[src/sv/ffc_pkg.sv]
// Types, codes and microcode ROM of the calculator core.
// No dependencies; used by four_function_calculator_core_unit and ffc_checker.
`default_nettype none

package ffc_pkg;

  localparam int DATA_W = 32;
  localparam int CNT_W  = $clog2(DATA_W);
  localparam logic [CNT_W-1:0] CNT_LAST = CNT_W'(DATA_W - 1);

  // key opcodes
  localparam logic [2:0] OPC_DIGIT      = 3'd0;
  localparam logic [2:0] OPC_OPERATOR   = 3'd1;
  localparam logic [2:0] OPC_EQUALS     = 3'd2;
  localparam logic [2:0] OPC_MEM_ADD    = 3'd3;
  localparam logic [2:0] OPC_MEM_CLEAR  = 3'd4;
  localparam logic [2:0] OPC_MEM_RECALL = 3'd5;
  localparam logic [2:0] OPC_ALL_CLEAR  = 3'd6;

  // pending operator codes
  localparam logic [2:0] OPR_NONE = 3'd0;
  localparam logic [2:0] OPR_ADD  = 3'd1;
  localparam logic [2:0] OPR_SUB  = 3'd2;
  localparam logic [2:0] OPR_MUL  = 3'd3;
  localparam logic [2:0] OPR_DIV  = 3'd4;

  localparam logic [3:0] MAX_DIGIT = 4'd9;

  typedef struct packed {
    logic [2:0] opcode;
    logic [3:0] digit_value;
    logic [2:0] operator_code;
  } in_item_t;

  typedef struct packed {
    logic signed [DATA_W-1:0] display_value;
    logic signed [DATA_W-1:0] memory_value;
    logic signed [DATA_W-1:0] accumulator_value;
    logic                     error_flag;
  } out_item_t;

  localparam int UPC_W = 4;
  typedef logic [UPC_W-1:0] upc_t;

  // datapath action of one microstep
  typedef enum logic [3:0] {
    ACT_NOP,
    ACT_DIGIT,
    ACT_MEM_ADD,
    ACT_MEM_CLEAR,
    ACT_MEM_RECALL,
    ACT_ALL_CLEAR,
    ACT_EVAL,
    ACT_DIV_INIT,
    ACT_DIV_STEP,
    ACT_DIV_FIX,
    ACT_OPER_POST,
    ACT_EQ_POST,
    ACT_EMIT
  } act_t;

  // sequencing of one microstep
  typedef enum logic [2:0] {
    BR_NEXT,
    BR_JUMP,
    BR_IF_DIV,
    BR_IF_EQ,
    BR_IF_ZERO,
    BR_LOOP,
    BR_EMIT
  } br_t;

  typedef struct packed {
    act_t act;
    br_t  br;
    upc_t target;
  } ctrl_word_t;

  // microcode addresses
  localparam upc_t UPC_DIGIT    = 4'd0;
  localparam upc_t UPC_MADD     = 4'd1;
  localparam upc_t UPC_MCLR     = 4'd2;
  localparam upc_t UPC_MRCL     = 4'd3;
  localparam upc_t UPC_ACLR     = 4'd4;
  localparam upc_t UPC_EVAL     = 4'd5;
  localparam upc_t UPC_POST     = 4'd6;
  localparam upc_t UPC_OPER_END = 4'd7;
  localparam upc_t UPC_DIV_INIT = 4'd8;
  localparam upc_t UPC_DIV_STEP = 4'd9;
  localparam upc_t UPC_DIV_FIX  = 4'd10;
  localparam upc_t UPC_EQ_END   = 4'd11;
  localparam upc_t UPC_EMIT     = 4'd12;

  function automatic ctrl_word_t ucode_rom(input upc_t upc);
    ctrl_word_t cw;
    case (upc)
      UPC_DIGIT:    cw = '{ACT_DIGIT,      BR_JUMP,    UPC_EMIT};
      UPC_MADD:     cw = '{ACT_MEM_ADD,    BR_JUMP,    UPC_EMIT};
      UPC_MCLR:     cw = '{ACT_MEM_CLEAR,  BR_JUMP,    UPC_EMIT};
      UPC_MRCL:     cw = '{ACT_MEM_RECALL, BR_JUMP,    UPC_EMIT};
      UPC_ACLR:     cw = '{ACT_ALL_CLEAR,  BR_JUMP,    UPC_EMIT};
      UPC_EVAL:     cw = '{ACT_EVAL,       BR_IF_DIV,  UPC_DIV_INIT};
      UPC_POST:     cw = '{ACT_NOP,        BR_IF_EQ,   UPC_EQ_END};
      UPC_OPER_END: cw = '{ACT_OPER_POST,  BR_JUMP,    UPC_EMIT};
      UPC_DIV_INIT: cw = '{ACT_DIV_INIT,   BR_IF_ZERO, UPC_POST};
      UPC_DIV_STEP: cw = '{ACT_DIV_STEP,   BR_LOOP,    UPC_DIV_STEP};
      UPC_DIV_FIX:  cw = '{ACT_DIV_FIX,    BR_JUMP,    UPC_POST};
      UPC_EQ_END:   cw = '{ACT_EQ_POST,    BR_JUMP,    UPC_EMIT};
      UPC_EMIT:     cw = '{ACT_EMIT,       BR_EMIT,    UPC_EMIT};
      default:      cw = '{ACT_NOP,        BR_JUMP,    UPC_EMIT};
    endcase
    return cw;
  endfunction

  // first microstep for each key opcode; unused opcodes just report state
  function automatic upc_t entry_of(input logic [2:0] opc);
    upc_t upc;
    case (opc)
      OPC_DIGIT:      upc = UPC_DIGIT;
      OPC_OPERATOR:   upc = UPC_EVAL;
      OPC_EQUALS:     upc = UPC_EVAL;
      OPC_MEM_ADD:    upc = UPC_MADD;
      OPC_MEM_CLEAR:  upc = UPC_MCLR;
      OPC_MEM_RECALL: upc = UPC_MRCL;
      OPC_ALL_CLEAR:  upc = UPC_ACLR;
      default:        upc = UPC_EMIT;
    endcase
    return upc;
  endfunction

endpackage

`default_nettype wire

[src/sv/four_function_calculator_core_unit.sv]
// Top level of the four-function calculator core: sequencer and datapath.
// Depends on ffc_pkg.
`default_nettype none

// Four-function calculator with one memory register. Each key event taken on
// the in_ channel produces exactly one result transfer on the out_ channel
// carrying display, memory, accumulator and the divide-by-zero flag after that
// key. Control is a 13-word microcode ROM (ffc_pkg::ucode_rom) stepped by a
// micro-PC with conditional jumps; the datapath holds the calculator registers
// and a restoring divider that retires one quotient bit per step. Steps per
// key: digits, memory keys and all clear run their action step, then the
// emit step; unused opcodes go straight to the emit step; operator/equals
// with add, sub, mul or no operator run evaluate, post and the operator or
// equals end step, then emit; a divide runs init, the divider loop (one step
// per bit of the data width), fix, post, end and emit; a divide by zero goes
// from init straight to post. in_stall is high while a key is in the
// sequencer. A finished result sits in an output register, and the next
// key is taken while it waits; a key reaching its final step while the
// previous result is still stalled holds there until the output frees up.
// All arithmetic wraps in two's complement; most negative / -1 wraps.
module four_function_calculator_core_unit (
  input  wire logic              clk,
  input  wire logic              rst_n,
  input  wire logic              in_valid,
  output      logic              in_stall,
  input  wire ffc_pkg::in_item_t in_data,
  output      logic              out_valid,
  input  wire logic              out_stall,
  output      ffc_pkg::out_item_t out_data
);

  localparam int DW = ffc_pkg::DATA_W;

  // sequencer
  logic                busy_r, busy_nxt;
  ffc_pkg::upc_t       upc_r, upc_nxt;
  ffc_pkg::in_item_t   item_r, item_nxt;
  ffc_pkg::ctrl_word_t cw;

  // calculator registers
  logic [DW-1:0] disp_r, disp_nxt;
  logic [DW-1:0] acc_r, acc_nxt;
  logic [DW-1:0] mem_r, mem_nxt;
  logic [2:0]    pend_r, pend_nxt;
  logic          err_r, err_nxt;

  // divider
  logic [DW-1:0]             rem_r, rem_nxt;
  logic [DW-1:0]             quo_r, quo_nxt;
  logic [DW-1:0]             dvs_r, dvs_nxt;
  logic                      neg_r, neg_nxt;
  logic [ffc_pkg::CNT_W-1:0] cnt_r, cnt_nxt;

  // output register
  logic               out_valid_r, out_valid_nxt;
  ffc_pkg::out_item_t out_data_r, out_data_nxt;

  logic          in_xfer;
  logic          out_free;
  logic [DW-1:0] disp_x10;
  logic [DW-1:0] prod_lo;
  logic [DW-1:0] acc_mag;
  logic [DW-1:0] disp_mag;
  logic [DW:0]   trial;
  logic [DW:0]   diff;
  logic          fits;

  assign in_stall  = busy_r;
  assign out_valid = out_valid_r;
  assign out_data  = out_data_r;

  assign in_xfer  = in_valid && !busy_r;
  // output slot is free when empty or its result leaves this cycle
  assign out_free = !out_valid_r || !out_stall;

  assign cw = ffc_pkg::ucode_rom(upc_r);

  // datapath operators
  assign disp_x10 = (disp_r << 3) + (disp_r << 1);
  assign prod_lo  = acc_r * disp_r;
  assign acc_mag  = acc_r[DW-1] ? (DW'(0) - acc_r) : acc_r;
  assign disp_mag = disp_r[DW-1] ? (DW'(0) - disp_r) : disp_r;
  // restoring divide step: shift in next dividend bit, try to subtract
  assign trial    = {rem_r, quo_r[DW-1]};
  assign diff     = trial - {1'b0, dvs_r};
  assign fits     = !diff[DW];

  always_comb begin
    busy_nxt      = busy_r;
    upc_nxt       = upc_r;
    item_nxt      = item_r;
    disp_nxt      = disp_r;
    acc_nxt       = acc_r;
    mem_nxt       = mem_r;
    pend_nxt      = pend_r;
    err_nxt       = err_r;
    rem_nxt       = rem_r;
    quo_nxt       = quo_r;
    dvs_nxt       = dvs_r;
    neg_nxt       = neg_r;
    cnt_nxt       = cnt_r;
    out_valid_nxt = out_valid_r && out_stall;
    out_data_nxt  = out_data_r;

    if (in_xfer) begin
      busy_nxt = 1'b1;
      upc_nxt  = ffc_pkg::entry_of(in_data.opcode);
      item_nxt = in_data;
    end else if (busy_r) begin
      case (cw.act)
        ffc_pkg::ACT_NOP: begin
        end
        ffc_pkg::ACT_DIGIT: begin
          if (item_r.digit_value <= ffc_pkg::MAX_DIGIT) begin
            disp_nxt = disp_x10 + DW'(item_r.digit_value);
          end
        end
        ffc_pkg::ACT_MEM_ADD:    mem_nxt  = mem_r + disp_r;
        ffc_pkg::ACT_MEM_CLEAR:  mem_nxt  = '0;
        ffc_pkg::ACT_MEM_RECALL: disp_nxt = mem_r;
        ffc_pkg::ACT_ALL_CLEAR: begin
          disp_nxt = '0;
          acc_nxt  = '0;
          mem_nxt  = '0;
          pend_nxt = ffc_pkg::OPR_NONE;
          err_nxt  = 1'b0;
        end
        ffc_pkg::ACT_EVAL: begin
          // divide goes to the divider microsteps; unknown codes change nothing
          case (pend_r)
            ffc_pkg::OPR_NONE: begin
              acc_nxt = disp_r;
              err_nxt = 1'b0;
            end
            ffc_pkg::OPR_ADD: begin
              acc_nxt = acc_r + disp_r;
              err_nxt = 1'b0;
            end
            ffc_pkg::OPR_SUB: begin
              acc_nxt = acc_r - disp_r;
              err_nxt = 1'b0;
            end
            ffc_pkg::OPR_MUL: begin
              acc_nxt = prod_lo;
              err_nxt = 1'b0;
            end
            default: begin
            end
          endcase
        end
        ffc_pkg::ACT_DIV_INIT: begin
          if (disp_r == '0) begin
            acc_nxt = '0;
            err_nxt = 1'b1;
          end else begin
            rem_nxt = '0;
            quo_nxt = acc_mag;
            dvs_nxt = disp_mag;
            neg_nxt = acc_r[DW-1] ^ disp_r[DW-1];
            cnt_nxt = '0;
          end
        end
        ffc_pkg::ACT_DIV_STEP: begin
          rem_nxt = fits ? diff[DW-1:0] : trial[DW-1:0];
          quo_nxt = {quo_r[DW-2:0], fits};
          cnt_nxt = cnt_r + 1'b1;
        end
        ffc_pkg::ACT_DIV_FIX: begin
          acc_nxt = neg_r ? (DW'(0) - quo_r) : quo_r;
          err_nxt = 1'b0;
        end
        ffc_pkg::ACT_OPER_POST: begin
          disp_nxt = '0;
          pend_nxt = item_r.operator_code;
        end
        ffc_pkg::ACT_EQ_POST: begin
          disp_nxt = acc_r;
          pend_nxt = ffc_pkg::OPR_NONE;
        end
        ffc_pkg::ACT_EMIT: begin
          if (out_free) begin
            out_valid_nxt                  = 1'b1;
            out_data_nxt.display_value     = disp_r;
            out_data_nxt.memory_value      = mem_r;
            out_data_nxt.accumulator_value = acc_r;
            out_data_nxt.error_flag        = err_r;
          end
        end
        default: begin
        end
      endcase

      case (cw.br)
        ffc_pkg::BR_NEXT: upc_nxt = upc_r + 1'b1;
        ffc_pkg::BR_JUMP: upc_nxt = cw.target;
        ffc_pkg::BR_IF_DIV: begin
          upc_nxt = (pend_r == ffc_pkg::OPR_DIV) ? cw.target : upc_r + 1'b1;
        end
        ffc_pkg::BR_IF_EQ: begin
          upc_nxt = (item_r.opcode == ffc_pkg::OPC_EQUALS) ? cw.target : upc_r + 1'b1;
        end
        ffc_pkg::BR_IF_ZERO: begin
          upc_nxt = (disp_r == '0) ? cw.target : upc_r + 1'b1;
        end
        ffc_pkg::BR_LOOP: begin
          upc_nxt = (cnt_r != ffc_pkg::CNT_LAST) ? cw.target : upc_r + 1'b1;
        end
        ffc_pkg::BR_EMIT: begin
          // hold here until the result is loaded, then release the input
          if (out_free) begin
            busy_nxt = 1'b0;
          end
        end
        default: upc_nxt = ffc_pkg::UPC_EMIT;
      endcase
    end
  end

  always_ff @(posedge clk) begin
    if (!rst_n) begin
      busy_r      <= 1'b0;
      upc_r       <= ffc_pkg::UPC_EMIT;
      out_valid_r <= 1'b0;
      disp_r      <= '0;
      acc_r       <= '0;
      mem_r       <= '0;
      pend_r      <= ffc_pkg::OPR_NONE;
      err_r       <= 1'b0;
      cnt_r       <= '0;
    end else begin
      busy_r      <= busy_nxt;
      upc_r       <= upc_nxt;
      out_valid_r <= out_valid_nxt;
      disp_r      <= disp_nxt;
      acc_r       <= acc_nxt;
      mem_r       <= mem_nxt;
      pend_r      <= pend_nxt;
      err_r       <= err_nxt;
      cnt_r       <= cnt_nxt;
    end
  end

  // payload registers, no reset
  always_ff @(posedge clk) begin
    item_r     <= item_nxt;
    rem_r      <= rem_nxt;
    quo_r      <= quo_nxt;
    dvs_r      <= dvs_nxt;
    neg_r      <= neg_nxt;
    out_data_r <= out_data_nxt;
  end

endmodule

`default_nettype wire

[config.mk]
export PLATFORM = sky130hd
export DESIGN_NAME = four_function_calculator_core_unit
export DESIGN_NICKNAME = d
export VERILOG_FILES = /design/src/sv/ffc_pkg.sv /design/src/sv/four_function_calculator_core_unit.sv
export SDC_FILE = /design/constraint.sdc
export NUM_CORES = 2
export LEC_CHECK = 0
export BUFFER_PORTS_ARGS = -buffer_cell sky130_fd_sc_hd__buf_2
export CAP_MARGIN = 20
export CORE_ASPECT_RATIO = 1.1
export CORE_MARGIN = 1
export CORE_UTILIZATION = 29
export CTS_CLUSTER_SIZE = 10
export DETAILED_ROUTE_END_ITERATION = 10
export GPL_TIMING_DRIVEN = 0
export PLACE_DENSITY = 0.51
export SYNTH_ARGS = -nofsm -noshare
export SYNTH_HDL_FRONTEND = slang
export SYNTH_SLANG_ARGS = --single-unit
[constraint.sdc]
create_clock -name clk -period 9.8 [get_ports clk]
set_input_delay 0 -clock clk [delete_from_list [all_inputs] [get_ports clk]]
set_output_delay 0 -clock clk [all_outputs]
set_load 0.005 [all_outputs]
==> insert_results.sql <==
INSERT INTO impl_metrics (metric_group, metric, value, unit) VALUES
('run_status', 'status', 'finished, final reports clean', ''),
('floorplanning', 'core_area', '127200', 'µm²'),
('yosys', 'synth_seq_area_share', '22.99', '%'),
('grt', 'gr-total-overflow', '0', ''),
('setup_path', 'timing.setup.critical_path_class', 'reg -> reg', ''),
('grt', 'grt_start_max_net_pins', '67', ''),
('cts', 'cts_max_level', '2', ''),
('layout', 'multi_input_comb_area', '26090', 'µm²'),
('setup_path', 'path_delay_family', 'adder cells', ''),
('setup_path', 'timing.critical_path.fanout_max', '19', ''),
('floorplanning', 'dieWidth', '343.8', 'µm'),
('placement', 'gpl.final_weighted_congestion', '0.9960', ''),
('grt', 'initial_antenna_violation_count', '12', ''),
('layout', 'nets', '4928', ''),
('cts', 'cts_num_sinks', '326', ''),
('setup_path', 'critPathBufInv', '3', ''),
('grt', 'grt_util_all_layers', '22.95', '%'),
('setup_path', 'critical_path.max_stage_delay', '0.81', 'ns'),
('yosys', 'cell_area_after_technology_mapping', '37270', 'µm²'),
('timing', 'rsz0062_at_grt', 'no', ''),
('timing', 'finalMaxSlewViolations', '0', ''),
('timing', 'timing.fmax', '0.1041', 'GHz'),
('setup_path', 'crit_path_end_kind', 'register', ''),
('detailed_routing', 'detail_route.wirelength', '148500', 'µm'),
('yosys', 'synth_async_reset_ratio', '0', '%'),
('timing', 'fin_crit', '9.611', 'ns'),
('timing', 'final_min_period_over_clock_period', '98.07', '%'),
('placement', 'port-buffer-count', '111', ''),
('grt', 'grt_pass1_vias', '31294', ''),
('yosys', 'synth-main-ff-cell', 'edfxtp_1', ''),
('floorplanning', 'die_h', '378.0', 'µm'),
('setup_path', 'critical_path.most_common_cell', 'fa_1', ''),
('yosys', 'dominant_combinational_cell_family_by_area_after_synthesis', 'adder cells', ''),
('detailed_routing', 'drtPass1Iterations', '9', ''),
('yosys', 'synth_simple_gate_area_share', '15.56', '%'),
('floorplanning', 'top_level_ports', '113', ''),
('floorplanning', 'num_rows', '137', ''),
('pwr', 'power.static_leakage', '18.20', 'nW'),
('layout', 'seq_area', '8571', 'µm²'),
('yosys', 'ys_seq_elements', '326', ''),
('yosys', 'synth-adder-area-share', '31.82', '%'),
('setup_path', 'critical_path_required', '10.21', 'ns'),
('grt', 'first_pass_grt_wire_length', '217300', 'µm'),
('yosys', 'ys_types', '87', ''),
('setup_path', 'cp_cell_sequence', 'clkbuf_2 > clkbuf_1 > nand2_1 > fa_1 > fa_1 > fa_1 > fa_1 > fa_1 > inv_1 > fa_1 > fa_1 > fa_1 > ha_1 > a21o_1 > a21o_1 > a221o_1 > a31oi_1 > o21ai_0 > a31oi_1 > xnor2_1 > nand2_1 > a31oi_1', ''),
('layout', 'final_util', '32.76', '%'),
('cts', 'clock_tree_from_tritoncts', 'yes', ''),
('yosys', 'synth.yosys.warnings', '0', ''),
('yosys', 'synth-compound-area-share', '14.88', '%'),
('timing', 'worstMarginPinSlew', '1.265', 'ns'),
('yosys', 'share_of_the_synthesized_netlist_area_taken_by_xor_and_xnor_gates', '7.379', '%'),
('cts', 'insertion_delay', '0.59', 'ns'),
('timing', 'rel_slew_slack', '15.70', '%'),
('setup_path', 'worst_path_max_delay_cell', 'clkbuf_1', ''),
('placement', 'placement_stage_cell_area', '40190', 'µm²'),
('hold_path', 'holdCritPathClass', 'in -> reg', ''),
('cts', 'cts_buf_count', '42', ''),
('detailed_routing', 'route.detailed.vias_per_inst', '5.291', ''),
('yosys', 'synth_cells', '4034', ''),
('yosys', 'avgSynthCellArea', '9.239', 'µm²'),
('detailed_routing', 'post_drt_wl_per_cell', '25.11', 'µm'),
('detailed_routing', 'detailedRoute.firstIterationViolations', '2868', ''),
('pwr', 'power-per-cell-area', '190.9', 'nW/µm²'),
('floorplanning', 'start_util', '29.30', '%'),
('layout', 'layout-drive-gt1-share', '6.100', '%'),
('cts', 'post_cts.repair.setup_buffers', '0', ''),
('cts', 'clockRootBuffer', 'clkbuf_16', ''),
('setup_path', 'cp_data_arrival_time', '10.02', 'ns'),
('timing', 'timing_hold_violations_final', '0', ''),
('timing', 'fin_worst_skew', '0.03022', 'ns'),
('detailed_routing', 'detail-route-antenna-nets', '0', '');
[sequential cells by signal, indices dropped and copies added, names as in the netlist]
register   cells
rem_r         32
pend_r         3
neg_r          1
quo_r         32
cnt_r          5
out_valid      1
cw            11
upc_r          4
mem_r         32
err_r          1
disp_r        32
out_data      97
dvs_r         32
acc_r         32
in_stall       1
item_r        10
[kinds of logic after synthesis]
family | count (synthesis)
mux | 12
simple gates | 1151
compound gates | 840
xor+xnor | 314
flops | 326
buf+inv | 691
fa+ha+maj | 700
[area by class of cell]
type	instances	share of cell area, %
Multi-Input combinational cell	3017	62.63
Sequential cell	326	20.57
Tap cell	1668	5.009
Inverter	450	4.060
Clock buffer	67	3.000
Buffer	236	2.285
Timing Repair Buffer	141	2.270
Clock inverter	9	0.1682
Antenna cell	1	0.006006
[synth_stat cells, types with 14 or more instances]
| cell | number | area, µm² |
|---|---|---|
| nand3_1 | 58 | 290.3 |
| and3_1 | 18 | 112.6 |
| o31ai_1 | 65 | 488.0 |
| nor3_1 | 34 | 170.2 |
| a22oi_1 | 36 | 270.3 |
| xor2_1 | 152 | 1331 |
| or3_1 | 28 | 175.2 |
| xnor2_1 | 162 | 1419 |
| edfxtp_1 | 204 | 6126 |
| nor2b_1 | 17 | 106.4 |
| a21o_1 | 62 | 465.5 |
| dfxtp_1 | 122 | 2442 |
| inv_1 | 449 | 1685 |
| a222oi_1 | 31 | 310.3 |
| and2_1 | 317 | 1983 |
| fa_1 | 413 | 8268 |
| o21ai_0 | 215 | 1076 |
| clkbuf_1 | 213 | 799.5 |
| o41ai_1 | 16 | 140.1 |
| a211oi_1 | 31 | 232.7 |
| o21a_1 | 22 | 165.2 |
| nand2b_1 | 44 | 275.3 |
| o21bai_1 | 14 | 105.1 |
| nor2_1 | 149 | 559.3 |
| a21oi_1 | 185 | 925.9 |
| o221ai_1 | 18 | 157.7 |
| or4_1 | 16 | 120.1 |
| a31oi_1 | 31 | 193.9 |
| ha_1 | 287 | 3591 |
| nand2_1 | 414 | 1554 |
| o211ai_1 | 14 | 105.1 |
| buf_1 | 14 | 52.55 |
[metal layers]
metal,GRT usage [%],part of all wire (%)
met5,0,0
met4,9.851,4.8
met3,3.193,6.4
met2,37.38,46
met1,30.25,42
[placed cells by master (no fill, tap or decap), types with 17 or more instances in the layout]
cell       instances
a211oi_1          31
a21o_1            62
a21oi_1          184
a222oi_1          31
a22oi_1           36
a31oi_1           31
and2_1           317
and3_1            17
buf_2            124
clkbuf_1         216
clkbuf_16         46
dfxtp_1          120
edfxtp_1         204
fa_1             413
ha_1             287
inv_1            448
nand2_1          414
nand2b_1          44
nand3_1           58
nor2_1           149
nor2b_1           17
nor3_1            33
o21a_1            22
o21ai_0          215
o221ai_1          18
o31ai_1           65
or3_1             28
xnor2_1          162
xor2_1           152
[worst paths after layout]
kind / start / end / slack, ns / cells after the start
worst min register to register: acc_r[31]$_SDFFE_PN0P_ / out_data[32]$_DFFE_PP_ / 0.43 / 0
worst max register to register: disp_r[8]$_SDFFE_PN0P_ / acc_r[31]$_SDFFE_PN0P_ / 0.19 / 22
worst min-delay path: in_data[6] / item_r[6]$_DFFE_PP_ / 0.14 / 2
worst max-delay path: disp_r[8]$_SDFFE_PN0P_ / acc_r[31]$_SDFFE_PN0P_ / 0.19 / 22
[stage by stage]
stage / worst slack (ns) / hold WS (ns) / TNS [ns] / cells / power (W)
after floorplan: 2.511 / 0.09887 / 0 / 4034 / 0.004586
after global placement: -0.09922 / 0.1827 / -0.09922 / 5813 / 0.006289
after detailed placement: -0.1067 / 0.1781 / -0.1067 / 5830 / 0.006299
after CTS: 0.06830 / 0.1050 / 0 / 5918 / 0.007856
after global routing: 0.01248 / 0.1298 / 0 / 5914 / 0.008326
final: 0.1894 / 0.1374 / 0 / 5915 / 0.007953
[where the power goes]
part,leakage [nW],switching (W),internal [W]
sequential,2.90,0.000287,0.00171
combinational,14.7,0.00302,0.00140
clock,0.641,0.000641,0.000899
[worst register-to-register path: cells and delay by family (launching register included)]
kind	cells	cell delay (ns)
xor gates and xnor gates	1	0.16
adders and majority gates	9	4.51
DFF	1	0.73
and+or+nand+nor	2	0.33
buffers and inverters	3	1.61
AOI/OAI and AO/OA	7	2.08
[repair_timing]
item / in CTS / in global routing
hold buffers: 12 / 0
endpoints found under the hold margin: 28 / 0
endpoints found under the setup margin: 1 / 1
gates resized for setup: 4 / 26
Power figures use the tool's default switching activity.
